### config.mk
export PLATFORM = sky130hd
export DESIGN_NAME = pvi_front
export DESIGN_NICKNAME = d
export VERILOG_FILES = /design/src/design/parabolic_vertex_interp_assert.svh /design/src/design/pvi_pkg.sv /design/src/design/pvi_front.sv
export SDC_FILE = /design/constraint.sdc
export NUM_CORES = 2
export LEC_CHECK = 0
export BUFFER_PORTS_ARGS = -buffer_cell sky130_fd_sc_hd__buf_2
export CAP_MARGIN = 40
export CORE_MARGIN = 2
export CORE_UTILIZATION = 35
export DETAILED_ROUTE_END_ITERATION = 10
export SLEW_MARGIN = 20
export SYNTH_ARGS = -nofsm -noshare
export SYNTH_HDL_FRONTEND = slang
export SYNTH_SLANG_ARGS = --single-unit
### constraint.sdc
create_clock -name i_clk -period 7 [get_ports i_clk]
set_clock_uncertainty 0.05 [all_clocks]
set_input_delay 1.4 -clock i_clk [delete_from_list [all_inputs] [get_ports i_clk]]
set_output_delay 1.4 -clock i_clk [all_outputs]
set_load 0.01 [all_outputs]
### src/design/parabolic_vertex_interp_assert.svh
// ----------------------------------------------------------------------------
// Parabolic vertex interpolator assertion macros
// Concurrent assertion wrappers used by the top-level design file.
// ----------------------------------------------------------------------------
`ifndef PARABOLIC_VERTEX_INTERP_ASSERT_SVH
`define PARABOLIC_VERTEX_INTERP_ASSERT_SVH

`ifndef NO_ASSERTIONS
`define PVI_ASSERT(lbl, clk, rst_n, prop, msg) \
    lbl: assert property (@(posedge clk) disable iff (!rst_n) prop) else $error(msg);
`define PVI_ASSERT_ALWAYS(lbl, clk, prop, msg) \
    lbl: assert property (@(posedge clk) prop) else $error(msg);
`else
`define PVI_ASSERT(lbl, clk, rst_n, prop, msg)
`define PVI_ASSERT_ALWAYS(lbl, clk, prop, msg)
`endif

`endif

### src/design/pvi_pkg.sv
// ----------------------------------------------------------------------------
// Parabolic vertex interpolator package
// Sizes, item types, pipeline types and shared arithmetic helpers.
// ----------------------------------------------------------------------------
`default_nettype none

package pvi_pkg;

    localparam int SAMPLE_BITS = 24;
    localparam int FRAC_BITS   = 16;
    localparam int INDEX_BITS  = 16;
    localparam int OUT_BITS    = 32;
    localparam int LEN_BITS    = INDEX_BITS + 1;

    localparam int A2_W   = SAMPLE_BITS + 3;
    localparam int M_W    = SAMPLE_BITS + 1;
    localparam int MM_W   = 2 * M_W;
    localparam int NUMP_W = M_W + FRAC_BITS + 1;
    localparam int Q_W    = (NUMP_W > MM_W) ? NUMP_W : MM_W;
    localparam int D_W    = M_W + 3;
    localparam int PS_W   = ((INDEX_BITS + FRAC_BITS > Q_W) ? INDEX_BITS + FRAC_BITS : Q_W) + 2;
    localparam int SUM_W  = (PS_W > OUT_BITS + 1) ? PS_W : OUT_BITS + 1;

    typedef struct packed {
        logic        [INDEX_BITS-1:0]  center_index;
        logic        [LEN_BITS-1:0]    seq_length;
        logic signed [SAMPLE_BITS-1:0] sample_before;
        logic signed [SAMPLE_BITS-1:0] sample_at;
        logic signed [SAMPLE_BITS-1:0] sample_after;
    } t_in_item;

    typedef struct packed {
        logic signed [OUT_BITS-1:0] vertex_position;
        logic signed [OUT_BITS-1:0] vertex_value;
        logic                       saturated;
    } t_out_item;

    typedef struct packed {
        logic [D_W-1:0] rem;
        logic [Q_W-1:0] dq;
        logic [D_W-1:0] den;
    } t_lane;

    typedef struct packed {
        logic        [INDEX_BITS-1:0]  center_index;
        logic signed [SAMPLE_BITS-1:0] sample_at;
        logic                          use_fit;
        logic                          b2_pos;
    } t_side;

    typedef struct packed {
        t_lane lp;
        t_lane lv;
        t_side sd;
    } t_stage;

    typedef struct packed {
        logic signed [OUT_BITS-1:0] v;
        logic                       sat;
    } t_clip;

    // One restoring division step: the dividend shifts out of dq as the
    // quotient shifts in.
    function automatic t_lane lane_step(input t_lane l);
        logic [D_W:0] t;
        logic [D_W:0] diff;
        logic         ge;
        t_lane        r;
        t      = {l.rem, l.dq[Q_W-1]};
        diff   = t - {1'b0, l.den};
        ge     = (t >= {1'b0, l.den});
        r.den  = l.den;
        r.rem  = ge ? diff[D_W-1:0] : t[D_W-1:0];
        r.dq   = {l.dq[Q_W-2:0], ge};
        return r;
    endfunction

    function automatic t_stage stage_step(input t_stage s);
        t_stage r;
        r    = s;
        r.lp = lane_step(s.lp);
        r.lv = lane_step(s.lv);
        return r;
    endfunction

    function automatic t_clip sat_out(input logic signed [SUM_W-1:0] v);
        logic [SUM_W-OUT_BITS:0] hi;
        t_clip                   c;
        hi = v[SUM_W-1:OUT_BITS-1];
        if (hi == '0 || hi == '1) begin
            c.v   = v[OUT_BITS-1:0];
            c.sat = 1'b0;
        end else begin
            c.sat = 1'b1;
            c.v   = v[SUM_W-1] ? {1'b1, {(OUT_BITS-1){1'b0}}} : {1'b0, {(OUT_BITS-1){1'b1}}};
        end
        return c;
    endfunction

endpackage

`default_nettype wire

### src/design/pvi_front.sv
// ----------------------------------------------------------------------------
// Parabolic vertex interpolator front end
// Three stages: curvature and slope, squaring and qualification, divider
// operand setup.
// ----------------------------------------------------------------------------
`default_nettype none

module pvi_front (
    input  wire logic              i_clk,
    input  wire logic              i_rst_n,
    input  wire logic              i_en,
    input  wire logic              i_allow,
    input  wire logic              i_valid,
    input  wire pvi_pkg::t_in_item i_item,
    output logic                   o_valid,
    output pvi_pkg::t_stage        o_stage
);

    logic signed [pvi_pkg::A2_W-1:0] n_e0;
    logic signed [pvi_pkg::A2_W-1:0] n_e1;
    logic signed [pvi_pkg::A2_W-1:0] n_e2;
    logic signed [pvi_pkg::A2_W-1:0] n_a2;
    logic        [pvi_pkg::M_W-1:0]  n_b2;
    logic        [pvi_pkg::M_W-1:0]  n_m;
    logic                            n_b2pos;
    logic                            n_inner;

    logic                               r_a_vld;
    logic [pvi_pkg::INDEX_BITS-1:0]     r_a_idx;
    logic signed [pvi_pkg::SAMPLE_BITS-1:0] r_a_s1;
    logic                               r_a_inner;
    logic                               r_a_allow;
    logic signed [pvi_pkg::A2_W-1:0]    r_a_a2;
    logic [pvi_pkg::M_W-1:0]            r_a_m;
    logic                               r_a_b2pos;

    logic                        n_a2pos;
    logic [pvi_pkg::M_W-1:0]     n_ua;
    logic                        n_okshift;
    logic                        n_use;
    logic [pvi_pkg::MM_W-1:0]    n_mm;
    logic [pvi_pkg::Q_W-1:0]     n_nump;

    logic                               r_b_vld;
    logic [pvi_pkg::INDEX_BITS-1:0]     r_b_idx;
    logic signed [pvi_pkg::SAMPLE_BITS-1:0] r_b_s1;
    logic                               r_b_use;
    logic                               r_b_b2pos;
    logic [pvi_pkg::M_W-1:0]            r_b_ua;
    logic [pvi_pkg::MM_W-1:0]           r_b_mm;
    logic [pvi_pkg::Q_W-1:0]            r_b_nump;

    pvi_pkg::t_stage n_c_stage;
    logic            r_c_vld;
    pvi_pkg::t_stage r_c_stage;

    always_comb begin
        n_e0 = {{(pvi_pkg::A2_W-pvi_pkg::SAMPLE_BITS){i_item.sample_before[pvi_pkg::SAMPLE_BITS-1]}},
                i_item.sample_before};
        n_e1 = {{(pvi_pkg::A2_W-pvi_pkg::SAMPLE_BITS){i_item.sample_at[pvi_pkg::SAMPLE_BITS-1]}},
                i_item.sample_at};
        n_e2 = {{(pvi_pkg::A2_W-pvi_pkg::SAMPLE_BITS){i_item.sample_after[pvi_pkg::SAMPLE_BITS-1]}},
                i_item.sample_after};
        n_a2    = n_e0 + n_e2 - (n_e1 <<< 1);
        n_b2    = n_e2[pvi_pkg::M_W-1:0] - n_e0[pvi_pkg::M_W-1:0];
        n_m     = n_b2[pvi_pkg::M_W-1] ? (~n_b2 + 1'b1) : n_b2;
        n_b2pos = !n_b2[pvi_pkg::M_W-1] && (n_b2 != '0);
        n_inner = (i_item.center_index != '0) &&
                  ((pvi_pkg::LEN_BITS'(i_item.center_index) + pvi_pkg::LEN_BITS'(1))
                   < i_item.seq_length);
    end

    always_comb begin
        n_a2pos   = !r_a_a2[pvi_pkg::A2_W-1] && (r_a_a2 != '0);
        n_ua      = r_a_a2[pvi_pkg::M_W-1:0];
        n_okshift = r_a_allow || ({1'b0, r_a_m} <= {n_ua, 1'b0});
        n_use     = r_a_inner && n_a2pos && n_okshift;
        n_mm      = pvi_pkg::MM_W'(r_a_m) * pvi_pkg::MM_W'(r_a_m);
        n_nump    = (pvi_pkg::Q_W'(r_a_m) << pvi_pkg::FRAC_BITS) + pvi_pkg::Q_W'(n_ua);
    end

    always_comb begin
        n_c_stage.lp.rem          = '0;
        n_c_stage.lp.dq           = r_b_nump;
        n_c_stage.lp.den          = pvi_pkg::D_W'({r_b_ua, 1'b0});
        n_c_stage.lv.rem          = '0;
        n_c_stage.lv.dq           = pvi_pkg::Q_W'(r_b_mm) + pvi_pkg::Q_W'({r_b_ua, 2'b00});
        n_c_stage.lv.den          = {r_b_ua, 3'b000};
        n_c_stage.sd.center_index = r_b_idx;
        n_c_stage.sd.sample_at    = r_b_s1;
        n_c_stage.sd.use_fit      = r_b_use;
        n_c_stage.sd.b2_pos       = r_b_b2pos;
    end

    always_ff @(posedge i_clk) begin
        if (!i_rst_n) begin
            r_a_vld <= 1'b0;
            r_b_vld <= 1'b0;
            r_c_vld <= 1'b0;
        end else if (i_en) begin
            r_a_vld <= i_valid;
            r_b_vld <= r_a_vld;
            r_c_vld <= r_b_vld;
        end
    end

    always_ff @(posedge i_clk) begin
        if (i_en) begin
            r_a_idx   <= i_item.center_index;
            r_a_s1    <= i_item.sample_at;
            r_a_inner <= n_inner;
            r_a_allow <= i_allow;
            r_a_a2    <= n_a2;
            r_a_m     <= n_m;
            r_a_b2pos <= n_b2pos;
            r_b_idx   <= r_a_idx;
            r_b_s1    <= r_a_s1;
            r_b_use   <= n_use;
            r_b_b2pos <= r_a_b2pos;
            r_b_ua    <= n_ua;
            r_b_mm    <= n_mm;
            r_b_nump  <= n_nump;
            r_c_stage <= n_c_stage;
        end
    end

    assign o_valid = r_c_vld;
    assign o_stage = r_c_stage;

endmodule

`default_nettype wire

==> impl_metrics.toml <==
[run_status]
outcome = "finished, final reports clean"

[final_layout]
fin_cells = 5544
fillers = 10289
stdcell_area_um2 = 45070
drive_above_1_share_pct = 21.89
final_nets = 5022
area_growth_pct = 20.25

[critical_path]
cp.depth = 25
cpPeakStageDelay_ns = 0.56
arrival_ns = 7.29
cp_top_family = "adder cells"
reg2reg_depth = 25
path_common_cell = "fa_1"
worstPathMaxFanout = 6
crit_type = "flop to flop"
end_kind = "flop"
critPathBufInv = 8
slowest_stage = "fa_1"
start_kind = "flop"
required_ns = 7.31

[clock_network]
cts_inserted_buffers = 46
cts_tree = "yes"
cts-htree-levels = 2
hold_buffers = 0
cts_root_buf = "clkbuf_16"
cts.sinks = 378
clock_latency_ns = 0.64
clkTransAtPathRegs_ns = 0.06
cts.path.max_buffers = 3

[floorplan]
die_area_um2 = 109700
die_y_um = 331.3
pin_count = 365
row_count = 120
core_um2 = 106600
initial_core_util_pct = 35.16
die_width_um = 331.3

[timing]
timing.final.max_slew_violations = 0
period_share_pct = 99.73
worst_pin_slew_ns = 0.9738
grt_setup_unrepaired = "true"
max_freq_mhz = 143.2
tns_ns = 0
hold_viol_final = 0
finalSetupViolCount = 0
max-slew-margin-rel_pct = 35.08
hold_slack_ns = 0.3499
period_minus_slack_ns = 6.981

[global_route]
track_usage_pct = 18.00
antenna_found_initial = 3
grt_pass1_vias = 27075
grt_max_degree = 116
overflow = 0
grt_pass1_wl_um = 152900

[route]
vias = 26047
routed_wl_um = 98810
firstDrtPassIters = 5
first_iter_violations = 1434
route.detailed.drc = 0
wl_per_cell_um = 17.82
ant_nets = 0
via_per_inst = 4.698

[synthesis]
ys_top_cells_by_area = "edfxtp_1 30%, fa_1 26%, ha_1 10%"
yosysWarnings = 0
ys_ff_latch = 378
synth_cell_types = 81
synth-seq-area-share_pct = 30.20
synth_top_area_cell = "edfxtp_1"
synth_top_area_share_pct = 30.04
synth_ff_type = "edfxtp_1"
synth_area_um2 = 37480
syn-mean-instance-area_um2 = 10.59
synth_edf_count = 375
syn_inst = 3540
async_flop_share_pct = 0

[job]
cap_violations = 0

[placement]
routabilityCongestion = 0.9700
dpl_cell_area_um2 = 42210
dp_cells = 5407
dpl.hpwl_um = 81140
io_buffers = 293

[min_path]
min_path_cells = 0
hp-class = "flop to flop"
[through the flow]
step                      utilization (%)  setup WS [ns]
after floorplan                         -        0.01460
after global placement              39.56        -0.4847
after global routing                42.28        -0.2074
after CTS                           41.61       0.005468
final                               42.28        0.01878
after detailed placement            39.60        -0.5620
[cell usage after synthesis, types with 8 or more instances]
| cell type | instances |
|---|---|
| xnor2_1 | 140 |
| nand3_1 | 38 |
| and2_1 | 118 |
| a211oi_1 | 15 |
| nand2_1 | 243 |
| o21a_1 | 28 |
| ha_1 | 314 |
| buf_4 | 115 |
| clkbuf_1 | 74 |
| and3_1 | 27 |
| nor2b_1 | 21 |
| inv_1 | 816 |
| o211ai_1 | 8 |
| xor2_1 | 55 |
| a21oi_1 | 117 |
| o21bai_1 | 22 |
| a21o_1 | 70 |
| a31oi_1 | 20 |
| nand2b_1 | 12 |
| nand4_1 | 32 |
| edfxtp_1 | 375 |
| nor4_1 | 13 |
| or2_2 | 8 |
| fa_1 | 493 |
| o21ai_0 | 78 |
| nor3_1 | 28 |
| nor2_1 | 134 |
[final timing paths]
check / slack [ns] / to / from
max: 0.02 / r_b_mm[49] / r_a_m[6]
max reg2reg: 0.02 / r_b_mm[49] / r_a_m[6]
min: 0.35 / r_b_idx[10] / r_a_idx[10]
min reg2reg: 0.35 / r_b_idx[10] / r_a_idx[10]
[cell families (layout without fill, tap and decap cells)]
kind of cell / Yosys count / count (layout) / synth area share, %
simple gates: 714 / 714 / 9.406
compound gates: 427 / 427 / 7.454
xor+xnor: 196 / 196 / 4.600
flops: 378 / 378 / 30.20
buf+inv: 1009 / 1538 / 11.30
mux: 8 / 8 / 0.2203
other cells: 1 / 73 / 0.01000
fa+ha+maj: 807 / 807 / 36.81
[cell type report]
class | count | area [um^2] | area share, %
Sequential cell | 378 | 11320 | 25.12
Clock buffer | 58 | 1217 | 2.701
Tap cell | 1403 | 1755 | 3.895
Multi-Input combinational cell | 2223 | 22920 | 50.85
Antenna cell | 2 | 5.005 | 0.01110
Timing Repair Buffer | 638 | 4493 | 9.968
Inverter | 818 | 3077 | 6.826
Clock inverter | 24 | 286.5 | 0.6357
[worst reg2reg max path: stages (launching register included)]
cell and delay [ns]:
edfxtp_1 0.46, buf_12 0.18, buf_4 0.14, and2_4 0.14, fa_1 0.50, inv_2 0.04, fa_1 0.47, inv_1 0.05
fa_1 0.46, fa_1 0.50, fa_1 0.54, fa_1 0.56, inv_2 0.05, fa_1 0.54, inv_2 0.05, ha_4 0.26
and3_4 0.21, and4_4 0.24, inv_2 0.04, a2111o_1 0.38, o21ai_4 0.16, buf_12 0.14, o211ai_1 0.15, a21boi_1 0.18
o22ai_1 0.10, xnor2_1 0.13
[layer usage]
layer	wire length, um	GRT usage, %	up-vias
met5	13	0.04342	-
met4	3676	6.072	2
met3	7410	4.952	168
met2	46460	29.86	766
met1	41240	22.64	12838
li1	-	-	12273
[sequential cells by signal, indices dropped and copies added (netlist names), 16 cells and up]
register / count
o_stage: 141
r_a_a2: 26
r_a_idx: 16
r_a_m: 24
r_a_s1: 24
r_b_idx: 16
r_b_mm: 49
r_b_nump: 26
r_b_s1: 24
r_b_ua: 24
[cells in the final DEF, fill, tap and decap left out, drive strengths merged, types with 15 or more instances in the layout]
master | synthesis | final
nand2 | 243 | 243
edfxtp | 375 | 375
nand4 | 33 | 33
nor3 | 28 | 28
xnor2 | 141 | 141
a31oi | 20 | 20
xor2 | 55 | 55
ha | 314 | 314
a21oi | 117 | 117
conb | 1 | 71
nor2b | 21 | 21
inv | 816 | 820
clkbuf | 74 | 60
a211oi | 15 | 15
and3 | 29 | 29
nand3 | 38 | 38
buf | 116 | 636
and2 | 120 | 120
a21o | 71 | 71
o21bai | 22 | 22
o21a | 29 | 29
o21ai | 79 | 79
fa | 493 | 493
nor2 | 134 | 134
[what timing repair did]
item,CTS,global route
setup buffers,31,23
gates resized for setup,96,146
endpoints found under the setup margin,18,21
cloned,0,2
pin swaps,53,100
hold endpoints to repair,0,0
Power is left out: the tool's default activity adds up to more than one toggle a clock period on the data nets, which glitch-free logic cannot reach.
