**src/design/parabolic_vertex_interp_assert.svh**
```systemverilog
// ----------------------------------------------------------------------------
// Parabolic vertex interpolator assertion macros
// Concurrent assertion wrappers used by the top-level design file.
// ----------------------------------------------------------------------------
`ifndef PARABOLIC_VERTEX_INTERP_ASSERT_SVH
`define PARABOLIC_VERTEX_INTERP_ASSERT_SVH

`ifndef NO_ASSERTIONS
`define PVI_ASSERT(lbl, clk, rst_n, prop, msg) \
    lbl: assert property (@(posedge clk) disable iff (!rst_n) prop) else $error(msg);
`define PVI_ASSERT_ALWAYS(lbl, clk, prop, msg) \
    lbl: assert property (@(posedge clk) prop) else $error(msg);
`else
`define PVI_ASSERT(lbl, clk, rst_n, prop, msg)
`define PVI_ASSERT_ALWAYS(lbl, clk, prop, msg)
`endif

`endif

```
**src/design/pvi_pkg.sv**
```systemverilog
// ----------------------------------------------------------------------------
// Parabolic vertex interpolator package
// Sizes, item types, pipeline types and shared arithmetic helpers.
// ----------------------------------------------------------------------------
`default_nettype none

package pvi_pkg;

    localparam int SAMPLE_BITS = 24;
    localparam int FRAC_BITS   = 16;
    localparam int INDEX_BITS  = 16;
    localparam int OUT_BITS    = 32;
    localparam int LEN_BITS    = INDEX_BITS + 1;

    localparam int A2_W   = SAMPLE_BITS + 3;
    localparam int M_W    = SAMPLE_BITS + 1;
    localparam int MM_W   = 2 * M_W;
    localparam int NUMP_W = M_W + FRAC_BITS + 1;
    localparam int Q_W    = (NUMP_W > MM_W) ? NUMP_W : MM_W;
    localparam int D_W    = M_W + 3;
    localparam int PS_W   = ((INDEX_BITS + FRAC_BITS > Q_W) ? INDEX_BITS + FRAC_BITS : Q_W) + 2;
    localparam int SUM_W  = (PS_W > OUT_BITS + 1) ? PS_W : OUT_BITS + 1;

    typedef struct packed {
        logic        [INDEX_BITS-1:0]  center_index;
        logic        [LEN_BITS-1:0]    seq_length;
        logic signed [SAMPLE_BITS-1:0] sample_before;
        logic signed [SAMPLE_BITS-1:0] sample_at;
        logic signed [SAMPLE_BITS-1:0] sample_after;
    } t_in_item;

    typedef struct packed {
        logic signed [OUT_BITS-1:0] vertex_position;
        logic signed [OUT_BITS-1:0] vertex_value;
        logic                       saturated;
    } t_out_item;

    typedef struct packed {
        logic [D_W-1:0] rem;
        logic [Q_W-1:0] dq;
        logic [D_W-1:0] den;
    } t_lane;

    typedef struct packed {
        logic        [INDEX_BITS-1:0]  center_index;
        logic signed [SAMPLE_BITS-1:0] sample_at;
        logic                          use_fit;
        logic                          b2_pos;
    } t_side;

    typedef struct packed {
        t_lane lp;
        t_lane lv;
        t_side sd;
    } t_stage;

    typedef struct packed {
        logic signed [OUT_BITS-1:0] v;
        logic                       sat;
    } t_clip;

    // One restoring division step: the dividend shifts out of dq as the
    // quotient shifts in.
    function automatic t_lane lane_step(input t_lane l);
        logic [D_W:0] t;
        logic [D_W:0] diff;
        logic         ge;
        t_lane        r;
        t      = {l.rem, l.dq[Q_W-1]};
        diff   = t - {1'b0, l.den};
        ge     = (t >= {1'b0, l.den});
        r.den  = l.den;
        r.rem  = ge ? diff[D_W-1:0] : t[D_W-1:0];
        r.dq   = {l.dq[Q_W-2:0], ge};
        return r;
    endfunction

    function automatic t_stage stage_step(input t_stage s);
        t_stage r;
        r    = s;
        r.lp = lane_step(s.lp);
        r.lv = lane_step(s.lv);
        return r;
    endfunction

    function automatic t_clip sat_out(input logic signed [SUM_W-1:0] v);
        logic [SUM_W-OUT_BITS:0] hi;
        t_clip                   c;
        hi = v[SUM_W-1:OUT_BITS-1];
        if (hi == '0 || hi == '1) begin
            c.v   = v[OUT_BITS-1:0];
            c.sat = 1'b0;
        end else begin
            c.sat = 1'b1;
            c.v   = v[SUM_W-1] ? {1'b1, {(OUT_BITS-1){1'b0}}} : {1'b0, {(OUT_BITS-1){1'b1}}};
        end
        return c;
    endfunction

endpackage

`default_nettype wire

```
**src/design/pvi_back.sv**
```systemverilog
// ----------------------------------------------------------------------------
// Parabolic vertex interpolator back end
// Applies the shift and the drop, then clips both results to 32 bits.
// ----------------------------------------------------------------------------
`default_nettype none

module pvi_back (
    input  wire logic            i_clk,
    input  wire logic            i_rst_n,
    input  wire logic            i_en,
    input  wire logic            i_valid,
    input  wire pvi_pkg::t_stage i_stage,
    output logic                 o_valid,
    output pvi_pkg::t_out_item   o_item
);

    logic signed [pvi_pkg::SUM_W-1:0] n_base;
    logic signed [pvi_pkg::SUM_W-1:0] n_mag;
    logic signed [pvi_pkg::SUM_W-1:0] n_pos;
    logic signed [pvi_pkg::SUM_W-1:0] n_s1;
    logic signed [pvi_pkg::SUM_W-1:0] n_drop;
    logic signed [pvi_pkg::SUM_W-1:0] n_val;

    logic                             r_f_vld;
    logic signed [pvi_pkg::SUM_W-1:0] r_pos;
    logic signed [pvi_pkg::SUM_W-1:0] r_val;

    pvi_pkg::t_clip     n_cp;
    pvi_pkg::t_clip     n_cv;
    pvi_pkg::t_out_item n_res;
    logic               r_o_vld;
    pvi_pkg::t_out_item r_res;

    always_comb begin
        n_base = pvi_pkg::SUM_W'({i_stage.sd.center_index, {pvi_pkg::FRAC_BITS{1'b0}}});
        n_mag  = i_stage.sd.use_fit ? pvi_pkg::SUM_W'(i_stage.lp.dq) : '0;
        n_pos  = i_stage.sd.b2_pos ? (n_base - n_mag) : (n_base + n_mag);
        n_s1   = {{(pvi_pkg::SUM_W-pvi_pkg::SAMPLE_BITS){i_stage.sd.sample_at[pvi_pkg::SAMPLE_BITS-1]}},
                  i_stage.sd.sample_at};
        n_drop = i_stage.sd.use_fit ? pvi_pkg::SUM_W'(i_stage.lv.dq) : '0;
        n_val  = n_s1 - n_drop;
    end

    always_comb begin
        n_cp                  = pvi_pkg::sat_out(r_pos);
        n_cv                  = pvi_pkg::sat_out(r_val);
        n_res.vertex_position = n_cp.v;
        n_res.vertex_value    = n_cv.v;
        n_res.saturated       = n_cp.sat | n_cv.sat;
    end

    always_ff @(posedge i_clk) begin
        if (!i_rst_n) begin
            r_f_vld <= 1'b0;
            r_o_vld <= 1'b0;
        end else if (i_en) begin
            r_f_vld <= i_valid;
            r_o_vld <= r_f_vld;
        end
    end

    always_ff @(posedge i_clk) begin
        if (i_en) begin
            r_pos <= n_pos;
            r_val <= n_val;
            r_res <= n_res;
        end
    end

    assign o_valid = r_o_vld;
    assign o_item  = r_res;

endmodule

`default_nettype wire

```
**config.mk**
```make
export PLATFORM = sky130hd
export DESIGN_NAME = pvi_back
export DESIGN_NICKNAME = d
export VERILOG_FILES = /design/src/design/parabolic_vertex_interp_assert.svh /design/src/design/pvi_pkg.sv /design/src/design/pvi_back.sv
export SDC_FILE = /design/constraint.sdc
export NUM_CORES = 1
export LEC_CHECK = 0
export ABC_AREA = 0
export BUFFER_PORTS_ARGS = -buffer_cell sky130_fd_sc_hd__buf_4
export CORE_UTILIZATION = 30
export DETAILED_ROUTE_END_ITERATION = 7
export GPL_TIMING_DRIVEN = 0
export PLACE_DENSITY_LB_ADDON = 0.1
export SETUP_SLACK_MARGIN = 0.15
export SLEW_MARGIN = 10
export SYNTH_ARGS = -nofsm -noshare
export SYNTH_HDL_FRONTEND = slang
export SYNTH_SLANG_ARGS = --single-unit
export TNS_END_PERCENT = 5
```
**constraint.sdc**
```tcl
create_clock -name i_clk -period 4.6 [get_ports i_clk]
set_input_delay 0.92 -clock i_clk [delete_from_list [all_inputs] [get_ports i_clk]]
set_output_delay 0.92 -clock i_clk [all_outputs]
set_load 0.005 [all_outputs]
```
==> results of run 1 <==
[routing by layer]
| layer | global-route usage, % | part of all wire [%] | vias to the layer above |
|---|---|---|---|
| li1 | - | - | 5469 |
| met4 | 6.41 | 2.1 | 0 |
| met1 | 25.5 | 45 | 5199 |
| met3 | 2.70 | 6.4 | 45 |
| met2 | 30.8 | 47 | 376 |
| met5 | 0 | 0 | - |
[logic make-up after synthesis]
logic type | after synthesis | share of synthesized area (%)
and+or+nand+nor | 439 | 16.5
muxes | 7 | 0.558
buffers and inverters | 122 | 3.75
adders and majority gates | 93 | 9.38
DFF | 171 | 40.7
AOI/OAI and AO/OA | 428 | 23.6
xor gates and xnor gates | 79 | 5.51
[layout make-up]
cell class	instances	area, µm²
Clock buffer	19	433
Tap cell	532	666
Fill cell	4246	25500
Inverter	52	195
Multi-Input combinational cell	1046	7100
Timing Repair Buffer	214	1630
Clock inverter	13	145
Buffer	68	294
Sequential cell	171	5110
[worst min-delay path by stage]
stage / endpoint / cells past startpoint / slack [ps]
final: o_item[6]$_DFFE_PP_ / 1 / 510
after global routing: o_item[6]$_DFFE_PP_ / 1 / 520
after CTS: o_item[35]$_DFFE_PP_ / 1 / 520
after detailed placement: o_item[22]$_DFFE_PP_ / 1 / 500
after global placement: r_f_vld$_SDFFE_PN0P_ / 2 / 500
after floorplan: r_f_vld$_SDFFE_PN0P_ / 2 / 480
[sequential cells by signal (all words and copies together) (netlist names)]
signal and flops:
r_f_vld 1, o_item 65, r_pos 52, o_valid 1, r_val 52
[what timing repair did]
item                                   4_1_cts  5_1_grt
buffers inserted                             2        4
setup endpoints to repair                   76       20
pin swaps                                    2        2
hold buffers                                 0        0
gates resized for setup                     20       19
endpoints found under the hold margin        0        0
[power breakdown]
group          switching [µW]  total (µW)  internal (µW)  leakage, µW
clock                     637        1440            805     0.000275
combinational             726        1250            526      0.00455
sequential               64.6        2020           1950      0.00167
total                    1430        4710           3280      0.00649
[worst register-to-register path, stage by stage, from the launching register on]
cell and delay [ps]:
sky130_fd_sc_hd__edfxtp_1 390, sky130_fd_sc_hd__nor4_1 290, sky130_fd_sc_hd__and3_1 290, sky130_fd_sc_hd__nand3_1 90, sky130_fd_sc_hd__o21ai_1 530, sky130_fd_sc_hd__nor2_1 280
sky130_fd_sc_hd__clkbuf_1 290, sky130_fd_sc_hd__a21o_1 210
[stage by stage]
| stage | cells | total power [µW] |
|---|---|---|
| final | 2115 | 4710 |
| after detailed placement | 2079 | 3280 |
| after global routing | 2115 | 4960 |
| after floorplan | 1339 | 2780 |
| after global placement | 2078 | 3280 |
| after CTS | 2111 | 4750 |
[layout by cell type, fill, tap and decap left out, types with 8 or more instances in the layout]
master	count
sky130_fd_sc_hd__buf_4	214
sky130_fd_sc_hd__edfxtp_1	169
sky130_fd_sc_hd__nand2_1	160
sky130_fd_sc_hd__a21o_1	101
sky130_fd_sc_hd__a21oi_1	97
sky130_fd_sc_hd__nor2_1	96
sky130_fd_sc_hd__ha_1	91
sky130_fd_sc_hd__o21ai_0	55
sky130_fd_sc_hd__inv_1	50
sky130_fd_sc_hd__xnor2_1	48
sky130_fd_sc_hd__clkbuf_1	47
sky130_fd_sc_hd__nor3_1	33
sky130_fd_sc_hd__xor2_1	31
sky130_fd_sc_hd__nand3_1	24
sky130_fd_sc_hd__nand4_1	22
sky130_fd_sc_hd__nor4_1	18
sky130_fd_sc_hd__clkbuf_16	17
sky130_fd_sc_hd__a211oi_1	16
sky130_fd_sc_hd__o31ai_1	15
sky130_fd_sc_hd__nor2b_1	14
sky130_fd_sc_hd__a31oi_1	14
sky130_fd_sc_hd__nand2b_1	13
sky130_fd_sc_hd__and2_1	11
sky130_fd_sc_hd__and3_1	11
sky130_fd_sc_hd__o21bai_1	11
sky130_fd_sc_hd__o211ai_1	10
sky130_fd_sc_hd__o21ai_1	10
sky130_fd_sc_hd__buf_2	8
sky130_fd_sc_hd__o21a_1	8
sky130_fd_sc_hd__or4_1	8
==> flow_summary.toml, run 1 <==
[setup_path]
startpoint_type = "primary input"
timing.critical_path.arrival_ps = 4520
worstSetupPathType = "primary input to register"
cpLargestDelayFamily = "compound AO/OA/AOI/OAI gates"
crit_path_cell_trace = "buf_4 -> clkbuf_4 -> buf_4 -> nand2_1 -> inv_1 -> ha_1 -> inv_1 -> fa_1 -> o21bai_1 -> a21oi_1 -> o21ai_1 -> a2111oi_4 -> o41ai_2 -> nor4bb_4 -> mux2i_1 -> o311ai_1"
worst-r2r-setup-slack_ps = 1970
cp.required_ps = 4780
endpoint_kind = "register"
slowest_stage = "sky130_fd_sc_hd__o41ai_2"
endpoint = "r_pos[34]$_DFFE_PP_"
crit_path_max_incr_delay_ps = 490
worstPathBufferInverterCount = 5
ff2ff_path_depth = 7
worstReg2RegEnd = "o_item[13]$_DFFE_PP_"
crit-reg2reg-launch = "r_val[47]$_DFFE_PP_"
worstPathMaxFanout = 22
crit_start = "i_stage[1]"
worstSetupPathDepth = 16

[route]
vias = 11100
drt-wirelength-per-cell_um = 19.0
drt_pass1_iterations = 8
routed_wl_mm = 40.2
drtAntennaViolNets = 0
drt_first_iter_violations = 727
route.detailed.drc = 17
routed_via_count_divided_by_cell_count = 5.24

[outcome]
violations = "design-rule violations"
run_status = "finished, violations left"

[logic_synthesis]
yosysSeqAreaShare_pct = 40.7
async_set_reset_flop_share_out_of_synthesis_pct = 0
yosys.cell_types.count = 84
synth_area_leader_cell = "sky130_fd_sc_hd__edfxtp_1"
postSynthNetCount = 1690
synthDominantCellAreaShare_pct = 40.4
netlist_top_cells_count = "sky130_fd_sc_hd__edfxtp_1 (169), sky130_fd_sc_hd__nand2_1 (160), sky130_fd_sc_hd__a21o_1 (101)"
prevailing_post_synth_register_cell = "sky130_fd_sc_hd__edfxtp_1"
synth_warnings = 0
yosys-top-cells-area = "sky130_fd_sc_hd__edfxtp_1 (40%), sky130_fd_sc_hd__ha_1 (9.1%), sky130_fd_sc_hd__a21o_1 (6.0%)"
synth.avg_cell_area_um2 = 9.39
synth_most_common_cell = "sky130_fd_sc_hd__edfxtp_1"
synthCells = 1339
synth-edff-count = 169
mappedNetlistArea_mm2 = 0.0126
yosys_register_bits = 171

[cts]
master_cell_of_the_clock_root_buffer = "sky130_fd_sc_hd__clkbuf_16"
clock_sink_count = 171
tritoncts.num_buffers = 17
cts_max_level = 4
ctsLongestPathBuffers = 2
cts_tree = "built"
clk_pin_slew_worst_paths_ps = 70
clk-insertion-delay-late_ps = 450

[place]
dpl_cell_area_mm2 = 0.0148
last_weighted_congestion_value_of_the_routability_driven_placer = 0.888
place_ws_ps = -1790
port_buffers = 207
hpwl_mm = 31.6

[hold_path]
hold_path.class = "register to register"
worst_hold_startpoint = "r_val[5]$_DFFE_PP_"

[global_route]
first_global_vias = 10700
first_pass_grt_wire_length_mm = 60.7
grt_usage_pct = 18.9
globalRoute.totalOverflow = 0
antenna_found_initial = 0
grt_max_degree = 96

[finish]
nNetsFinal = 1921
final_core_utilization_pct = 37.9
layout.cell_area.non_filler_mm2 = 0.0156
antenna_cells_inserted = 0
final_layout_size_suffix_gt1_share_pct = 19.0
area_growth_pct = 24.0

[timing]
clock_skew_ps = 10.1
max_slew_violation_count = 0
fmax_mhz = 230
worst_hold_slack_ps = 513
final.period_utilization_pct = 94.3
grt_setup_unrepaired = "yes"
clock_period_minus_worst_slack_ps = 4340
transition_at_the_pin_with_the_smallest_max_transition_slack_ps = 798
fin_setup_tns_ps = 0
relSlewSlack_pct = 46.8
postLayoutSetupSlackWorst_ps = 261
report.final.hold_viol_count = 0
total_of_endpoints_with_negative_setup_slack_in_the_final_report = 0

[power]
p_leak_uw = 0.00649
vdd_ir_drop_max_uv = 189
power_per_cell_area_mw_per_mm2 = 302

[floorplanning]
initial_utilization_pct = 30.6
fp.dieArea_mm2 = 0.0427
design.core.area_mm2 = 0.0411
core.rowCount = 74
top_level_ports = 324
die_x_um = 207
die-height_um = 207

[job]
cap_viol_max_count = 0
No activity file was read; power rests on OpenSTA's default activity.
==> inputs of run 2 (changes only) <==
--- a/config.mk
+++ b/config.mk
@@ -10,7 +10,7 @@
 export CORE_UTILIZATION = 30
 export DETAILED_ROUTE_END_ITERATION = 7
 export GPL_TIMING_DRIVEN = 0
-export PLACE_DENSITY_LB_ADDON = 0.1
+export PLACE_DENSITY = 0.48
 export SETUP_SLACK_MARGIN = 0.15
 export SLEW_MARGIN = 10
 export SYNTH_ARGS = -nofsm -noshare
==> flow_summary.toml, run 2 (synthesis gave the netlist of run 1 again) <==
[cts]
tritoncts.num_buffers = 17
cts_hold_buf = 0
master_cell_of_the_clock_root_buffer = "sky130_fd_sc_hd__clkbuf_16"
cts_tree = "built"
clock_sink_count = 171
cts_max_level = 4
clk_pin_slew_worst_paths_ps = 70
ctsLongestPathBuffers = 2
clk-insertion-delay-late_ps = 440

[setup_path]
endpoint_kind = "register"
worstReg2RegEnd = "o_item[20]$_DFFE_PP_"
crit-reg2reg-launch = "r_val[46]$_DFFE_PP_"
worstPathMaxFanout = 22
cp.required_ps = 4770
worst-r2r-setup-slack_ps = 2000
timing.critical_path.arrival_ps = 4610
ff2ff_path_depth = 7
startpoint_type = "primary input"
worstSetupPathType = "primary input to register"

[timing]
max_slew_violation_count = 0
report.final.hold_viol_count = 0
clock_skew_ps = 10.7
final.period_utilization_pct = 96.6
relSlewSlack_pct = 45.2
transition_at_the_pin_with_the_smallest_max_transition_slack_ps = 822
grt_setup_unrepaired = "yes"
clock_period_minus_worst_slack_ps = 4440
fmax_mhz = 225
total_of_endpoints_with_negative_setup_slack_in_the_final_report = 0

[global_route]
grt_max_degree = 98
first_global_vias = 10600
grt_usage_pct = 18.6
globalRoute.totalOverflow = 0
antenna_found_initial = 2
first_pass_grt_wire_length_mm = 59.7

[route]
drt_first_iter_violations = 706
routed_via_count_divided_by_cell_count = 5.26
routed_wl_mm = 40.1
vias = 11100
drt-wirelength-per-cell_um = 18.9
route.detailed.drc = 28
drtAntennaViolNets = 0
drt_pass1_iterations = 7

[power]
total_power_uw = 4690
vdd_ir_drop_max_uv = 243
p_leak_uw = 0.00645
power_per_cell_area_mw_per_mm2 = 302

[finish]
nNetsFinal = 1921
final_cell_mix = "sky130_fd_sc_hd__buf_4 (213), sky130_fd_sc_hd__edfxtp_1 (169), sky130_fd_sc_hd__nand2_1 (160)"
finalNonFillerCells = 2115
final_layout_size_suffix_gt1_share_pct = 18.5
final_core_utilization_pct = 37.8
largest_reg_flops = 65
final_common_cell = "sky130_fd_sc_hd__buf_4"
area_growth_pct = 23.6

[hold_path]
worst_hold_startpoint = "r_val[10]$_DFFE_PP_"
hold_depth = 1
hold_path.class = "register to register"
whs_endpoint = "o_item[11]$_DFFE_PP_"

[outcome]
violations = "design-rule violations"
run_status = "finished, violations left"

[floorplanning]
die-height_um = 207
die_x_um = 207
top_level_ports = 324
fp.dieArea_mm2 = 0.0427
design.core.area_mm2 = 0.0411
initial_utilization_pct = 30.6
core.rowCount = 74

[place]
last_weighted_congestion_value_of_the_routability_driven_placer = 0.920
placed_cells_incl_taps = 2079
hpwl_mm = 31.4
port_buffers = 207

[job]
cap_viol_max_count = 0
==> run 2: cell types whose count changed in the layout (fill, tap and decap cells not counted), sizes merged <==
| cell | delta |
|---|---|
| clkbuf | -2 |
| inv | -2 |
| clkinvlp | +3 |
| diode | +1 |
==> run 2: timing repair <==
item / in CTS / in global routing
resized for setup: 16 / 11
pin swaps: 2 / 2
setup endpoints to repair: 76 / 35
hold endpoints to repair: 0 / 0
buffers inserted: 0 / 6
==> run 2: final cells by class <==
class	count	area, µm²
plain buffers	68	289
clock inverters	14	148
clock buffers	17	425
fillers	4260	25600
multi-input cells	1046	7060
repair buffers	214	1630
flip-flops and latches	171	5110
diodes	1	2.50
well taps	532	666
inverters	52	195
==> run 2: critical path, cell delays in order <==
cell	delay, ps
sky130_fd_sc_hd__buf_4	260
sky130_fd_sc_hd__clkbuf_2	310
sky130_fd_sc_hd__buf_2	380
sky130_fd_sc_hd__nand2_1	130
sky130_fd_sc_hd__ha_1	290
sky130_fd_sc_hd__buf_2	180
sky130_fd_sc_hd__and4_1	320
sky130_fd_sc_hd__nand2_1	110
sky130_fd_sc_hd__or4_4	560
sky130_fd_sc_hd__o211ai_2	150
sky130_fd_sc_hd__o31a_4	210
sky130_fd_sc_hd__or2_1	100
sky130_fd_sc_hd__buf_4	160
sky130_fd_sc_hd__a211oi_1	80
sky130_fd_sc_hd__or3_1	430
==> run 2: how the worst max path moves through the flow <==
stage                           from                   to  slack (ps)  cells past startpoint
after global routing      i_stage[1]  r_pos[44]$_DFFE_PP_          20                     14
after detailed placement  i_stage[1]  r_val[48]$_DFFE_PP_       -1840                     16
after CTS                 i_stage[1]  r_pos[35]$_DFFE_PP_         100                     14
final                     i_stage[1]  r_pos[44]$_DFFE_PP_         160                     15
after global placement    i_stage[1]  r_val[48]$_DFFE_PP_       -1850                     16
after floorplan           i_stage[1]  r_pos[35]$_DFFE_PP_         140                     14
==> run 2: routing by layer <==
layer,share of wire [%],track usage [%],wire length [µm],vias to the layer above
li1,-,-,-,5474
met1,45,24.5,17900,5279
met2,48,31.2,19100,332
met3,5.9,2.64,2370,41
met4,1.7,5.86,681,4
met5,0.062,0,25,-
==> run 2: metrics by stage <==
step	hold slack (ps)	worst slack [ps]	cell area [µm²]	TNS (ps)
2_1_floorplan	482	141	12600	0
3_5_place_dp	502	-1840	14800	-91870
3_3_place_gp	501	-1850	14800	-94240
5_1_grt	518	17.0	15500	0
6_report	513	156	15500	0
4_1_cts	514	98.7	15500	0
==> run 2: power breakdown <==
| group | total, µW | internal (µW) | switching [µW] |
|---|---|---|---|
| Combinational | 1250 | 524 | 722 |
| Clock | 1430 | 796 | 630 |
| Sequential | 2020 | 1950 | 61.6 |
| Total | 4690 | 3270 | 1410 |
==> inputs of run 3 (changes only) <==
--- a/config.mk
+++ b/config.mk
@@ -10,7 +10,7 @@
 export CORE_UTILIZATION = 30
 export DETAILED_ROUTE_END_ITERATION = 7
 export GPL_TIMING_DRIVEN = 0
-export PLACE_DENSITY = 0.48
+export PLACE_DENSITY = 0.46
 export SETUP_SLACK_MARGIN = 0.15
 export SLEW_MARGIN = 10
 export SYNTH_ARGS = -nofsm -noshare
==> constraint.sdc (replaced) <==
create_clock -name i_clk -period 4.7 [get_ports i_clk]
set_input_delay 0.94 -clock i_clk [delete_from_list [all_inputs] [get_ports i_clk]]
set_output_delay 0.94 -clock i_clk [all_outputs]
set_load 0.005 [all_outputs]
==> flow_summary.toml, run 3 (synthesis gave the netlist of run 1 again) <==
[setup_path]
slowest_stage = "sky130_fd_sc_hd__or4_1"
worstSetupPathType = "primary input to register"
crit_path_cell_trace = "buf_4 -> buf_4 -> buf_2 -> buf_4 -> nand2_1 -> ha_1 -> clkbuf_1 -> nand2b_1 -> a221oi_1 -> or4_1 -> a21oi_1 -> a21oi_4 -> buf_4 -> o2111ai_1 -> o21ai_1 -> a311oi_1"
crit_path_max_incr_delay_ps = 410
worstPathMaxFanout = 19
timing.critical_path.arrival_ps = 4660
worstPathBufferInverterCount = 6
cpLargestDelayFamily = "buffers and inverters"
critical_path.most_common_cell = "sky130_fd_sc_hd__buf_4"
startpoint_type = "primary input"
endpoint_kind = "register"
cp.required_ps = 4920

[global_route]
grt_max_degree = 108
first_global_vias = 10600
antenna_found_initial = 1
first_pass_grt_wire_length_mm = 60.7
grt_usage_pct = 18.7
globalRoute.totalOverflow = 0

[timing]
final.period_utilization_pct = 94.5
postLayoutSetupSlackWorst_ps = 258
worst_hold_slack_ps = 519
relSlewSlack_pct = 34.2
transition_at_the_pin_with_the_smallest_max_transition_slack_ps = 981
clock_period_minus_worst_slack_ps = 4440
clock_skew_ps = 11.4
total_of_endpoints_with_negative_setup_slack_in_the_final_report = 0
fmax_mhz = 225
grt_setup_unrepaired = "yes"
report.final.hold_viol_count = 0
max_slew_violation_count = 0

[floorplanning]
die-height_um = 207
die_x_um = 207
top_level_ports = 324
initial_utilization_pct = 30.6
core.rowCount = 74
fp.dieArea_mm2 = 0.0427
design.core.area_mm2 = 0.0411

[finish]
finalNonFillerCells = 2117
layout.cell_area.non_filler_mm2 = 0.0156
largest_reg_flops = 65
final_cell_mix = "sky130_fd_sc_hd__buf_4 (217), sky130_fd_sc_hd__edfxtp_1 (169), sky130_fd_sc_hd__nand2_1 (160)"
nNetsFinal = 1922
final_core_utilization_pct = 38.0
final_layout_size_suffix_gt1_share_pct = 19.1
final_common_cell = "sky130_fd_sc_hd__buf_4"
area_growth_pct = 24.3

[place]
dpl_cell_area_mm2 = 0.0148
port_buffers = 207
last_weighted_congestion_value_of_the_routability_driven_placer = 0.906
hpwl_mm = 31.4
place_ws_ps = -1970
placed_cells_incl_taps = 2079

[cts]
cts_hold_buf = 0
cts_tree = "built"
clock_sink_count = 171
master_cell_of_the_clock_root_buffer = "sky130_fd_sc_hd__clkbuf_16"
tritoncts.num_buffers = 17
clk_pin_slew_worst_paths_ps = 70
clk-insertion-delay-late_ps = 440
ctsLongestPathBuffers = 2
cts_max_level = 4

[outcome]
violations = "design-rule violations"
run_status = "finished, violations left"

[route]
route.detailed.drc = 16
routed_wl_mm = 40.2
drt_first_iter_violations = 768
routed_via_count_divided_by_cell_count = 5.22
drtAntennaViolNets = 0
drt-wirelength-per-cell_um = 19.0
vias = 11000
drt_pass1_iterations = 7

[power]
power_per_cell_area_mw_per_mm2 = 296
p_leak_uw = 0.00649
vdd_ir_drop_max_uv = 238

[hold_path]
hold_path.class = "register to register"

[job]
cap_viol_max_count = 0
run 3: per-stage QoR:
| step | TNS [ps] | power (µW) |
|---|---|---|
| 2_1_floorplan | 0 | 2720 |
| 3_3_place_gp | -96290 | 3210 |
| 3_5_place_dp | -95100 | 3210 |
| 4_1_cts | 0 | 4670 |
| 5_1_grt | 0 | 4890 |
| 6_report | 0 | 4630 |
run 3: metal layers:
layer | part of all wire, % | global-route usage, % | vias to the layer above
li1 | - | - | 5478
met1 | 46 | 24.9 | 5202
met2 | 47 | 31.1 | 316
met3 | 5.4 | 3.14 | 45
met4 | 1.9 | 5.38 | 0
met5 | 0 | 0 | -
run 3: final cells by class:
cell class              instances  area (µm²)
clock inverters                14         159
well taps                     532         666
diodes                          1        2.50
fillers                      4228       25500
clock buffers                  18         429
plain buffers                  69         299
flip-flops and latches        171        5110
inverters                      52         195
multi-input cells            1046        7120
repair buffers                214        1630
run 3: report_power, final:
group	switching, µW	internal (µW)
clock network	632	792
registers	63.6	1910
logic	711	517
total	1410	3220
run 3: worst paths after layout:
kind	cells after the start	startpoint	slack (ps)	to
worst max-delay path	16	i_stage[1]	260	r_pos[49]$_DFFE_PP_
worst min-delay path	1	r_pos[25]$_DFFE_PP_	520	o_item[58]$_DFFE_PP_
worst max register to register	7	r_val[46]$_DFFE_PP_	1760	o_item[8]$_DFFE_PP_
worst min register to register	1	r_pos[25]$_DFFE_PP_	520	o_item[58]$_DFFE_PP_
run 3: repair_timing:
action | 4_1_cts | 5_1_grt
setup endpoints to repair | 76 | 30
resized for setup | 31 | 17
buffers inserted | 3 | 3
hold endpoints to repair | 0 | 0
pin swaps | 2 | 2
